`config.mk`:
```
export PLATFORM = sky130hd
export DESIGN_NAME = command_line_argument_splitter_unit
export DESIGN_NICKNAME = d
export VERILOG_FILES = /design/src/rtl/cmdsp_pkg.sv /design/src/rtl/cmdsp_sequencer.sv /design/src/rtl/cmdsp_datapath.sv /design/src/rtl/command_line_argument_splitter_unit.sv
export SDC_FILE = /design/constraint.sdc
export NUM_CORES = 1
export LEC_CHECK = 0
export BUFFER_PORTS_ARGS = -buffer_cell sky130_fd_sc_hd__buf_2
export CAP_MARGIN = 10
export CELL_PAD_IN_SITES_DETAIL_PLACEMENT = 0
export CELL_PAD_IN_SITES_GLOBAL_PLACEMENT = 1
export CORE_MARGIN = 5
export CORE_UTILIZATION = 41
export DETAILED_ROUTE_END_ITERATION = 10
export HOLD_SLACK_MARGIN = 0.05
export PLACE_DENSITY_LB_ADDON = 0.25
export SYNTH_ARGS = -nofsm -noshare
export SYNTH_HDL_FRONTEND = slang
export SYNTH_SLANG_ARGS = --single-unit
export TNS_END_PERCENT = 1
```
`constraint.sdc`:
```
create_clock -name clk -period 2.6 [get_ports clk]
set_input_delay 0.26 -clock clk [delete_from_list [all_inputs] [get_ports clk]]
set_output_delay 0.26 -clock clk [all_outputs]
set_load 0.005 [all_outputs]
```
`src/rtl/cmdsp_pkg.sv`:
```
// ----------------------------------------------------------------------------
// cmdsp_pkg
// Shared types, codes and microcode table of the argument splitter.
// ----------------------------------------------------------------------------
package cmdsp_pkg;

	// Default saturation point of the held backslash count
	localparam int MaxPendingBackslashes = 31;

	// Result kinds
	localparam logic [1:0] KIND_CHAR = 2'd0;
	localparam logic [1:0] KIND_END  = 2'd1;
	localparam logic [1:0] KIND_DONE = 2'd2;

	// Input op codes
	localparam logic OP_CHAR = 1'b0;
	localparam logic OP_EOL  = 1'b1;

	// Special characters
	localparam logic [7:0] CH_QUOTE     = 8'h22;
	localparam logic [7:0] CH_BACKSLASH = 8'h5C;

	// Sequencer step addresses
	typedef logic [3:0] step_t;
	localparam step_t STEP_FETCH   = 4'd0;
	localparam step_t STEP_EOL_BS  = 4'd1;
	localparam step_t STEP_EOL_END = 4'd2;
	localparam step_t STEP_DONE    = 4'd3;
	localparam step_t STEP_QE_BS   = 4'd4;
	localparam step_t STEP_QO_BS   = 4'd5;
	localparam step_t STEP_QO_Q    = 4'd6;
	localparam step_t STEP_W_BS    = 4'd7;
	localparam step_t STEP_W_END   = 4'd8;
	localparam step_t STEP_C_BS    = 4'd9;
	localparam step_t STEP_C_CHAR  = 4'd10;

	// Emit selector of a control word
	typedef logic [2:0] emit_t;
	localparam emit_t EMIT_NONE  = 3'd0;
	localparam emit_t EMIT_BS    = 3'd1;
	localparam emit_t EMIT_QUOTE = 3'd2;
	localparam emit_t EMIT_CHAR  = 3'd3;
	localparam emit_t EMIT_END   = 3'd4;
	localparam emit_t EMIT_DONE  = 3'd5;

	// Dispatch class of an accepted request
	typedef logic [2:0] cls_t;
	localparam cls_t CLS_SILENT    = 3'd0;
	localparam cls_t CLS_EOL_EMPTY = 3'd1;
	localparam cls_t CLS_EOL       = 3'd2;
	localparam cls_t CLS_QEVEN     = 3'd3;
	localparam cls_t CLS_QODD      = 3'd4;
	localparam cls_t CLS_WHITE     = 3'd5;
	localparam cls_t CLS_CHAR      = 3'd6;

	// One control word
	typedef struct packed {
		logic  dispatch;   // fetch step: take a request and branch on its class
		emit_t emit;       // result to produce
		logic  loop;       // repeat while the release counter is nonzero
		logic  cond;       // emit only if the token is open or quoted
		logic  last;       // result ends the run (loop: on its final pass)
		logic  close;      // token becomes empty
		logic  clear;      // all line state back to zero
		logic  jump_fetch; // next step is fetch instead of step + 1
	} ctrl_t;

	// Datapath status toward the sequencer
	typedef struct packed {
		logic in_fire;
		cls_t cls;
		logic emit_fire;
		logic skip;
		logic cnt_one;
	} stat_t;

	// Microcode table
	function automatic ctrl_t ucode(step_t s);
		ctrl_t w;
		w = '0;
		case (s)
			STEP_FETCH: begin
				w.dispatch = 1'b1;
			end
			STEP_EOL_BS: begin
				w.emit = EMIT_BS;
				w.loop = 1'b1;
			end
			STEP_EOL_END: begin
				w.emit = EMIT_END;
				w.cond = 1'b1;
			end
			STEP_DONE: begin
				w.emit       = EMIT_DONE;
				w.last       = 1'b1;
				w.clear      = 1'b1;
				w.jump_fetch = 1'b1;
			end
			STEP_QE_BS: begin
				w.emit       = EMIT_BS;
				w.loop       = 1'b1;
				w.last       = 1'b1;
				w.jump_fetch = 1'b1;
			end
			STEP_QO_BS: begin
				w.emit = EMIT_BS;
				w.loop = 1'b1;
			end
			STEP_QO_Q: begin
				w.emit       = EMIT_QUOTE;
				w.last       = 1'b1;
				w.jump_fetch = 1'b1;
			end
			STEP_W_BS: begin
				w.emit = EMIT_BS;
				w.loop = 1'b1;
			end
			STEP_W_END: begin
				w.emit       = EMIT_END;
				w.last       = 1'b1;
				w.close      = 1'b1;
				w.jump_fetch = 1'b1;
			end
			STEP_C_BS: begin
				w.emit = EMIT_BS;
				w.loop = 1'b1;
			end
			STEP_C_CHAR: begin
				w.emit       = EMIT_CHAR;
				w.last       = 1'b1;
				w.jump_fetch = 1'b1;
			end
			default: begin
				w.dispatch = 1'b1;
			end
		endcase
		return w;
	endfunction

	// Entry point of the routine for a request class
	function automatic step_t entry(cls_t c);
		step_t s;
		case (c)
			CLS_EOL_EMPTY: s = STEP_DONE;
			CLS_EOL:       s = STEP_EOL_BS;
			CLS_QEVEN:     s = STEP_QE_BS;
			CLS_QODD:      s = STEP_QO_BS;
			CLS_WHITE:     s = STEP_W_BS;
			CLS_CHAR:      s = STEP_C_BS;
			default:       s = STEP_FETCH;
		endcase
		return s;
	endfunction

endpackage

```
`src/rtl/cmdsp_sequencer.sv`:
```
// ----------------------------------------------------------------------------
// cmdsp_sequencer
// Step counter over the microcode table with dispatch and loop branches.
// ----------------------------------------------------------------------------
module cmdsp_sequencer (
	input  logic             clk,
	input  logic             arst_n,
	input  cmdsp_pkg::stat_t stat,
	output cmdsp_pkg::ctrl_t ctrl
);

	cmdsp_pkg::step_t step_q;
	logic             advance;

	assign ctrl = cmdsp_pkg::ucode(step_q);

	// Step done: skipped, or emitted and not looping again
	assign advance = stat.skip || (stat.emit_fire && (!ctrl.loop || stat.cnt_one));

	// Step counter
	always_ff @(posedge clk or negedge arst_n) begin
		if (!arst_n) begin
			step_q <= cmdsp_pkg::STEP_FETCH;
		end else if (ctrl.dispatch) begin
			if (stat.in_fire) begin
				step_q <= cmdsp_pkg::entry(stat.cls);
			end
		end else if (advance) begin
			if (ctrl.jump_fetch) begin
				step_q <= cmdsp_pkg::STEP_FETCH;
			end else begin
				step_q <= step_q + 1'b1;
			end
		end
	end

endmodule

```
`src/rtl/cmdsp_datapath.sv`:
```
// ----------------------------------------------------------------------------
// cmdsp_datapath
// Line state, backslash counters, request decode and result register.
// ----------------------------------------------------------------------------
module cmdsp_datapath #(
	parameter int MAX_PENDING_BACKSLASHES = cmdsp_pkg::MaxPendingBackslashes
) (
	input  logic             clk,
	input  logic             arst_n,
	input  cmdsp_pkg::ctrl_t ctrl,
	output cmdsp_pkg::stat_t stat,
	input  logic             s_tvalid,
	output logic             s_tready,
	input  logic [7:0]       s_tdata,
	input  logic [0:0]       s_tuser,
	output logic             m_tvalid,
	input  logic             m_tready,
	output logic [7:0]       m_tdata,
	output logic [1:0]       m_tuser,
	output logic             m_tlast
);

	localparam int PW = $clog2(MAX_PENDING_BACKSLASHES + 1);

	logic          past_q;
	logic          inq_q;
	logic          token_q;
	logic          gap_q;
	logic [PW-1:0] pend_q;
	logic [PW-1:0] cnt_q;
	logic [7:0]    ch_q;

	logic          out_valid_q;
	logic [1:0]    out_kind_q;
	logic [7:0]    out_char_q;
	logic          out_last_q;

	logic            white;
	logic            in_fire;
	logic            can_emit;
	logic            cnt_zero;
	logic            skip;
	logic            emit_fire;
	logic            emit_last;
	logic [1:0]      emit_kind;
	logic [7:0]      emit_char;
	cmdsp_pkg::cls_t cls;

	assign s_tready = ctrl.dispatch;
	assign in_fire  = s_tvalid && ctrl.dispatch;
	assign white    = (s_tdata inside {[8'd9:8'd13], 8'd32});
	assign cnt_zero = (cnt_q == '0);

	// Request decode
	always_comb begin
		if (s_tuser[0] == cmdsp_pkg::OP_EOL) begin
			cls = past_q ? cmdsp_pkg::CLS_EOL : cmdsp_pkg::CLS_EOL_EMPTY;
		end else if (white && (!past_q || gap_q)) begin
			cls = cmdsp_pkg::CLS_SILENT;
		end else if (s_tdata == cmdsp_pkg::CH_QUOTE) begin
			cls = pend_q[0] ? cmdsp_pkg::CLS_QODD : cmdsp_pkg::CLS_QEVEN;
		end else if (s_tdata == cmdsp_pkg::CH_BACKSLASH) begin
			cls = cmdsp_pkg::CLS_SILENT;
		end else if (white && !inq_q) begin
			cls = cmdsp_pkg::CLS_WHITE;
		end else begin
			cls = cmdsp_pkg::CLS_CHAR;
		end
	end

	// Emit control
	assign can_emit  = !out_valid_q || m_tready;
	assign skip      = (ctrl.loop && cnt_zero) || (ctrl.cond && !(token_q || inq_q));
	assign emit_fire = (ctrl.emit != cmdsp_pkg::EMIT_NONE) && !skip && can_emit;
	assign emit_last = ctrl.last && (!ctrl.loop || (cnt_q == PW'(1)));

	always_comb begin
		case (ctrl.emit)
			cmdsp_pkg::EMIT_BS: begin
				emit_kind = cmdsp_pkg::KIND_CHAR;
				emit_char = cmdsp_pkg::CH_BACKSLASH;
			end
			cmdsp_pkg::EMIT_QUOTE: begin
				emit_kind = cmdsp_pkg::KIND_CHAR;
				emit_char = cmdsp_pkg::CH_QUOTE;
			end
			cmdsp_pkg::EMIT_CHAR: begin
				emit_kind = cmdsp_pkg::KIND_CHAR;
				emit_char = ch_q;
			end
			cmdsp_pkg::EMIT_END: begin
				emit_kind = cmdsp_pkg::KIND_END;
				emit_char = 8'd0;
			end
			cmdsp_pkg::EMIT_DONE: begin
				emit_kind = cmdsp_pkg::KIND_DONE;
				emit_char = 8'd0;
			end
			default: begin
				emit_kind = cmdsp_pkg::KIND_CHAR;
				emit_char = 8'd0;
			end
		endcase
	end

	assign stat.in_fire   = in_fire;
	assign stat.cls       = cls;
	assign stat.emit_fire = emit_fire;
	assign stat.skip      = skip;
	assign stat.cnt_one   = (cnt_q == PW'(1));

	// Line state
	always_ff @(posedge clk or negedge arst_n) begin
		if (!arst_n) begin
			past_q  <= 1'b0;
			inq_q   <= 1'b0;
			token_q <= 1'b0;
			gap_q   <= 1'b0;
			pend_q  <= '0;
		end else if (ctrl.clear) begin
			if (emit_fire) begin
				past_q  <= 1'b0;
				inq_q   <= 1'b0;
				token_q <= 1'b0;
				gap_q   <= 1'b0;
				pend_q  <= '0;
			end
		end else if (in_fire) begin
			if (cls != cmdsp_pkg::CLS_EOL && cls != cmdsp_pkg::CLS_EOL_EMPTY &&
			    !(cls == cmdsp_pkg::CLS_SILENT && white)) begin
				past_q <= 1'b1;
				gap_q  <= (cls == cmdsp_pkg::CLS_WHITE);
			end
			if (cls == cmdsp_pkg::CLS_QEVEN) begin
				inq_q <= !inq_q;
			end
			if (cls == cmdsp_pkg::CLS_SILENT) begin
				// backslash counts up and saturates; skipped whitespace leaves it
				if (!white && pend_q < PW'(MAX_PENDING_BACKSLASHES)) begin
					pend_q <= pend_q + 1'b1;
				end
			end else begin
				pend_q <= '0;
			end
		end else if (emit_fire) begin
			if (ctrl.close) begin
				token_q <= 1'b0;
			end else if (emit_kind == cmdsp_pkg::KIND_CHAR) begin
				token_q <= 1'b1;
			end
		end
	end

	// Release counter and latched character
	always_ff @(posedge clk or negedge arst_n) begin
		if (!arst_n) begin
			cnt_q <= '0;
		end else if (in_fire) begin
			if (cls == cmdsp_pkg::CLS_QEVEN || cls == cmdsp_pkg::CLS_QODD) begin
				cnt_q <= pend_q >> 1;
			end else begin
				cnt_q <= pend_q;
			end
		end else if (emit_fire && ctrl.loop) begin
			cnt_q <= cnt_q - 1'b1;
		end
	end

	always_ff @(posedge clk) begin
		if (in_fire) begin
			ch_q <= s_tdata;
		end
	end

	// Result register
	always_ff @(posedge clk or negedge arst_n) begin
		if (!arst_n) begin
			out_valid_q <= 1'b0;
		end else if (emit_fire) begin
			out_valid_q <= 1'b1;
		end else if (m_tready) begin
			out_valid_q <= 1'b0;
		end
	end

	always_ff @(posedge clk) begin
		if (emit_fire) begin
			out_kind_q <= emit_kind;
			out_char_q <= emit_char;
			out_last_q <= emit_last;
		end
	end

	assign m_tvalid = out_valid_q;
	assign m_tdata  = out_char_q;
	assign m_tuser  = out_kind_q;
	assign m_tlast  = out_last_q;

endmodule

```
`src/rtl/command_line_argument_splitter_unit.sv`:
```
// ----------------------------------------------------------------------------
// command_line_argument_splitter_unit
// Splits a command line stream into argument characters and end marks.
// ----------------------------------------------------------------------------
// One character request at a time is run by a microcoded sequencer. Skipped
// whitespace and backslashes are taken at fetch alone. A character, whitespace
// that closes an argument, or a quote is taken at fetch, then runs the
// backslash release loop and an emit step for a closing result where there is
// one. End of line runs the release loop, an end step and a done step, or only
// the done step on an empty line. Each result comes from the release loop or an
// emit step and waits while m_tready holds the result register full.
module command_line_argument_splitter_unit #(
	parameter int MAX_PENDING_BACKSLASHES = cmdsp_pkg::MaxPendingBackslashes
) (
	input  logic       clk,
	input  logic       arst_n,
	input  logic       s_tvalid,
	output logic       s_tready,
	input  logic [7:0] s_tdata,   // [7:0] ch
	input  logic [0:0] s_tuser,   // [0] op
	output logic       m_tvalid,
	input  logic       m_tready,
	output logic [7:0] m_tdata,   // [7:0] out_char
	output logic [1:0] m_tuser,   // [1:0] kind
	output logic       m_tlast    // last_of_run
);

	cmdsp_pkg::ctrl_t ctrl;
	cmdsp_pkg::stat_t stat;

	// Control program
	cmdsp_sequencer u_seq (
		.clk    (clk),
		.arst_n (arst_n),
		.stat   (stat),
		.ctrl   (ctrl)
	);

	// Datapath
	cmdsp_datapath #(
		.MAX_PENDING_BACKSLASHES(MAX_PENDING_BACKSLASHES)
	) u_dp (
		.clk      (clk),
		.arst_n   (arst_n),
		.ctrl     (ctrl),
		.stat     (stat),
		.s_tvalid (s_tvalid),
		.s_tready (s_tready),
		.s_tdata  (s_tdata),
		.s_tuser  (s_tuser),
		.m_tvalid (m_tvalid),
		.m_tready (m_tready),
		.m_tdata  (m_tdata),
		.m_tuser  (m_tuser),
		.m_tlast  (m_tlast)
	);

endmodule

```
**Word-level counts from Yosys, hierarchy flattened**

Index checks and enable logic that the tools add are counted.

- Bits in registers: 38
- Bits of input ports: 13
- Output and inout port bits: 13
- Word-level logic and storage cells: 146

- $add $sub $neg: 3
- $lt $le $gt $ge: 3
- Equal/unequal tests: 31
- Mux-type cells: 46
- Reductions and logical operators: 51

Operator list:

| operator | count |
|---|---|
| $mux W5 | 8 |
| $pmux W4 S6 | 1 |
| $pmux W8 S3 | 1 |
| $mux W1 | 23 |
| $eq A4 B3 Y1 const B | 4 |
| $eq A8 B6 Y1 const B | 2 |
| $mux W4 | 4 |
| $eq A3 B3 Y1 const B | 5 |
| $logic_and A1 B1 Y1 | 15 |
| $mux W3 | 5 |
| $pmux W3 S5 | 1 |
| $reduce_bool A2 Y1 | 7 |
| $eq A3 B2 Y1 const B | 4 |
| $eq A4 B4 Y1 const B | 3 |
| $reduce_and A3 Y1 | 4 |
| $reduce_or A10 Y1 | 1 |
| $reduce_or A5 Y1 | 2 |
| $eq A4 B2 Y1 const B | 2 |
| $eq A8 B7 Y1 const B | 1 |
| $ge A8 B4 Y1 const B | 1 |
| $le A8 B4 Y1 const B | 1 |
| $logic_not A1 Y1 | 8 |
| $logic_or A1 B1 Y1 | 7 |
| $eq A3 B1 Y1 const B | 2 |
| 19 further kinds | 22 |

**Logic depth before layout (Yosys ltp)**

- Depth after elaboration: 16
- Gate-level depth with buffers: 10

**Hierarchy**

A second synthesis with hierarchy kept.

- Cells, all modules: 256
- Area total of the unflattened synthesis: 2,423.6 um^2

Modules (own cells, without submodules):

| module | instances | cells each | area each (um^2) | seq. area each (um^2) |
|---|---|---|---|---|
| cmdsp_datapath | 1 | 188 | 1,899.3 | 945.9 |
| cmdsp_sequencer | 1 | 68 | 524.3 | 100.1 |

**Least setup slack after synthesis**

No wires, ideal clock.

- Path kind: register to register
- From: register u_seq.step_q[0]
- To: register u_dp.token_q
- Setup time: 0.127 ns
- Data arrival time: 2.559 ns
- Slack: -0.086 ns
- Cell stages (with the launch flop): 9
- Period minus slack after synthesis: 2.686 ns
- Cells stage by stage: dfrtp_1 > inv_1 > ha_1 > o21a_1 > o211a_1 > or2_2 > nor3_1 > o2bb2ai_1 > a21oi_1

- Longest elaborated chain between the ends: 9
- Elaborated cells between the ends (all ways): 38

Ends and longest elaborated chain:

| what | RTL line | text |
|---|---|---|
| start: declaration | cmdsp_sequencer.sv:12 | `cmdsp_pkg::step_t step_q;` |
| start signal: assignment | cmdsp_sequencer.sv:23 | `step_q <= cmdsp_pkg::STEP_FETCH;` |
| start signal: assignment | cmdsp_sequencer.sv:26 | `step_q <= cmdsp_pkg::entry(stat.cls);` |
| start signal: assignment | cmdsp_sequencer.sv:30 | `step_q <= cmdsp_pkg::STEP_FETCH;` |
| branches (longest 6 deep; another with $reduce_or A5 Y1) | n/a |  |
| $logic_and A1 B1 Y1 * (2 in a row) | cmdsp_datapath.sv:74 | `assign emit_fire = (ctrl.emit != cmdsp_pkg::EMIT_NONE) && !skip && can_emit;` |
| named net u_dp.emit_fire | cmdsp_datapath.sv:43 | `logic emit_fire;` |
| $reduce_and A3 Y1 (no line) * | n/a |  |
| end signal: assignment | cmdsp_datapath.sv:117 | `token_q <= 1'b0;` |
| end signal: assignment | cmdsp_datapath.sv:124 | `token_q <= 1'b0;` |
| end signal: assignment | cmdsp_datapath.sv:147 | `token_q <= 1'b0;` |
| end: declaration | cmdsp_datapath.sv:27 | `logic token_q;` |

Mark *: on every way through the listed nets, which the timed path passes. The select of a mux whose other input is x is not followed.
A chain may end at the register's enable or synchronous reset.

**Worst setup path in the final report**

- From: register u_seq.step_q[0]
- To: register u_dp.pend_q[0]

- Longest elaborated chain between the ends: 10
- Elaborated cells between the ends (all ways): 31

Ends and longest elaborated chain:

| what | RTL line | text |
|---|---|---|
| branches (longest 10 deep; another with $reduce_or A5 Y1) | n/a |  |
| end signal: assignment | cmdsp_datapath.sv:140 | `pend_q <= pend_q + 1'b1;` |
| end: declaration | cmdsp_datapath.sv:29 | `logic [PW-1:0] pend_q;` |

Several ways; the timed one is not identified.

==> key figures <==
Detailed routing
  • Iter 0 DRT Violations: around 210
  • DR WL/cell: between 15 and 20 µm
  • Antenna-violating nets left: 0
  • Routed WL: 5.98 mm
  • DR vias: 2165
  • DRC viols: 0
  • Vias per cell: 5.77
  • First drt pass iteration count: 4

Setup path
  • CP dominant cell by count: or4_1
  • CP max FO: 7
  • CP Capture Type: flop
  • Worst EP required: 2.82 ns
  • Worst r2r src: u_seq.step_q[0]$_DFFE_PN0P_
  • Crit path launch type: flop
  • CP max stage delay: 0.56 ns
  • Flop2flop setup slack: between 0.09 and 0.1 ns
  • Crit path kind: flop to flop
  • Worst r2r path cells: 8
  • Buf+Inv Stages, Crit Path: 1
  • Largest delay share family, worst path: simple AND/OR/NAND/NOR gates
  • Crit path cell chain: inv_1 > ha_1 > o21a_1 > o211a_1 > or4_1 > a21o_1 > or4_1 > o21ai_0
  • CP max-delay cell: or4_1
  • CP endpoint: u_dp.pend_q[0]$_DFFE_PN0P_
  • R2r endpoint: u_dp.pend_q[0]$_DFFE_PN0P_
  • Worst path arrival time: about 2.7 ns
  • Launch point of the worst path: u_seq.step_q[0]$_DFFE_PN0P_
  • Stages on worst setup path: 8

Final layout
  • Final net count: 320
  • Footprint of the multi-input gates: between 1000 and 1500 µm²
  • Ant. Diodes: 0
  • Share of cells above drive strength 1: a little under a quarter
  • Area growth syn-to-layout: 17.7%
  • Reg area: about 1000 µm²
  • Filler cell count: 572
  • Final Core Density: 49.3%

Yosys
  • Ranking of synthesized cells by area: edfxtp_1 (23%), dfrtp_1 (19%), ha_1 (4.1%)
  • Top_reg_cell synth: edfxtp_1
  • Synthesized Nets: 283
  • Flops & latches, synth: 38
  • Cell Area, Synth: 2450 µm²
  • Ys Warns: 0
  • Top-count cell post-synth: nor2_1
  • Avg Synthesized Cell Area: 9.35 µm²
  • Post-synth EDFFs: 19
  • Synth Instances: approximately 260
  • Ys async rst share: about half
  • Most frequent cells after synthesis: nor2_1 (23), dfrtp_1 (19), edfxtp_1 (19)
  • Distinct cells, synth: 55
  • Yosys top cell area share: 23.3%
  • Dominant cell type by area after synthesis: edfxtp_1
  • Register area share after synthesis: 42.7%

Global route
  • Vias in the first global route: 2050
  • Antenna violations before repair: 0
  • Tot GR Track Use: 16.7%
  • Largest net degree at the start of global routing: 20
  • Grt ovf: 0
  • Global-route wire length before repair: 9.96 mm

Job
  • Max cap viols: 0

STA
  • Clk_skew: 0.0102 ns
  • Min Hold Slack: 0.171 ns
  • Final Critical Period: around 2.5 ns
  • Fin. Hold Viols: 0
  • Tightest Pin Transition: 0.550 ns
  • RSZ-0062 raised after global routing: yes
  • Slew headroom: between 60% and 70%
  • Finish-stage setup viols: 0
  • Fin. max-slew vios: 0
  • Tcrit/Tclk final: 96.3%
  • Setup TNS: 0 ns
  • Final worst slack: 0.0957 ns
  • Max Freq: 0.399 GHz

Pwr
  • Static Leak: 1.23 nW
  • PwrDens: 1170 nW/µm²
  • Worst vdd ir: 401 µV
  • Final Power: roughly 3.4 mW

Clock network
  • Clk Latency, worst-skew pair: 0.30 ns
  • H-tree levels: 2
  • Root Driver: clkbuf_8
  • Clock Pin Slew Worst Setup and Hold Paths: about 0.09 ns
  • Setup bufs post-CTS: 0
  • Sink Count: 38
  • Clk buf depth: 2
  • Num CTS Buffers: 5
  • CTS tree: yes

Floorplan
  • Die X: roughly 87 µm
  • Row cnt: 28
  • Core area: ~6000 µm²
  • Die height: 87.3 µm
  • I/O pin cnt: 26
  • Starting Density: 41.9%
  • Die ar.: 7620 µm²

Placed design
  • Final Wtd Congestion: roughly 0.86
  • DP HPWL: approximately 4.6 mm
  • Placement Setup Slack: 0.108 ns
  • PortBufs: 25

Worst hold path
  • Hold depth: 1
  • Hold Path Class: primary input to flop

Run status
  • Status: complete, no violations
timing repair:
item,4_1_cts,5_1_grt
endpoints found under the setup margin,0,6
hold buffers,1,0
gates resized for setup,0,4
hold endpoints to repair,19,0
per-layer routing:
| metal | GRT usage (%) | up-vias | share of wire (%) |
|---|---|---|---|
| li1 | - | 1054 | - |
| met1 | 22.7 | 1052 | 46 |
| met2 | 26.0 | 53 | 47 |
| met3 | 3.88 | 6 | 5.3 |
| met4 | 5.86 | 0 | 1.5 |
| met5 | 0 | - | 0 |
cells by family after synthesis:
family	count (synthesis)	share of synthesized area (%)
AND/OR/NAND/NOR	110	24.9
AO/OA/AOI/OAI	76	21.5
flip-flops	38	42.7
buffers and inverters	23	4.03
adder cells (fa/ha/maj)	9	4.49
XOR/XNOR	3	1.07
multiplexers	3	1.33
where the power goes:
part / switching, mW / leakage [nW] / internal, mW
combinational: 1.02 / 0.753 / 0.759
clock: 0.235 / 0.0504 / 0.286
sequential: 0.154 / 0.424 / 0.933
total: 1.40 / 1.23 / 1.98
cell usage in the layout, fill, tap and decap left out, types with 2 or more instances in the layout:
| master | instances |
|---|---|
| a211oi_1 | 7 |
| nor4b_1 | 2 |
| mux2_2 | 2 |
| a21oi_1 | 15 |
| clkbuf_8 | 5 |
| nor3_2 | 4 |
| edfxtp_1 | 19 |
| o211ai_1 | 2 |
| or3_1 | 3 |
| nand3_1 | 15 |
| o2bb2ai_1 | 2 |
| o21bai_1 | 2 |
| o21ai_0 | 15 |
| dfrtp_1 | 19 |
| xor2_1 | 3 |
| clkinvlp_4 | 2 |
| nor4_1 | 5 |
| a21boi_0 | 2 |
| nand4_1 | 2 |
| buf_4 | 17 |
| a21o_1 | 6 |
| nor2b_1 | 5 |
| or2_2 | 3 |
| nor3_1 | 8 |
| a211oi_2 | 2 |
| o211a_1 | 3 |
| nor2_1 | 23 |
| a41oi_1 | 2 |
| nand2b_1 | 4 |
| and2_1 | 6 |
| o21a_1 | 5 |
| nor3b_1 | 4 |
| nand2_1 | 12 |
| buf_2 | 25 |
| and3_1 | 4 |
| ha_1 | 8 |
| inv_1 | 10 |
| or4_1 | 5 |
how the worst min path moves through the flow:
stage / startpoint / to / slack (ns)
2_1_floorplan: arst_n / u_dp.cnt_q[0]$_DFFE_PN0P_ / -0.04
3_3_place_gp: arst_n / u_dp.pend_q[2]$_DFFE_PN0P_ / 0.25
3_5_place_dp: arst_n / u_dp.pend_q[2]$_DFFE_PN0P_ / 0.24
4_1_cts: s_tdata[3] / u_dp.ch_q[3]$_DFFE_PP_ / 0.17
5_1_grt: s_tdata[3] / u_dp.ch_q[3]$_DFFE_PP_ / 0.15
6_report: s_tdata[3] / u_dp.ch_q[3]$_DFFE_PP_ / 0.17
per-stage QoR:
stage,area (µm²),cells
after floorplan,2450,262
after global placement,2740,366
after detailed placement,2740,366
after CTS,2860,375
after global routing,2880,375
final,2880,375
registers in the layout (all words and copies together), names as in the netlist:
register       flops
u_dp.ch_q          8
u_dp.cnt_q         5
u_dp.token_q       1
u_dp.pend_q        5
u_dp.past_q        1
u_dp.m_tdata       8
u_seq.step_q       4
u_dp.m_tuser       2
u_dp.m_tvalid      1
u_dp.m_tlast       1
u_dp.inq_q         1
u_dp.gap_q         1
area by class of cell:
cell class / instances / area share, %
Timing Repair Buffer: 43 / 9.11
Clock inverter: 3 / 1.56
Inverter: 10 / 1.30
Multi-Input combinational cell: 201 / 46.1
Clock buffer: 5 / 2.39
Sequential cell: 38 / 36.3
Tap cell: 75 / 3.25
No activity file was read; power rests on OpenSTA's default activity.
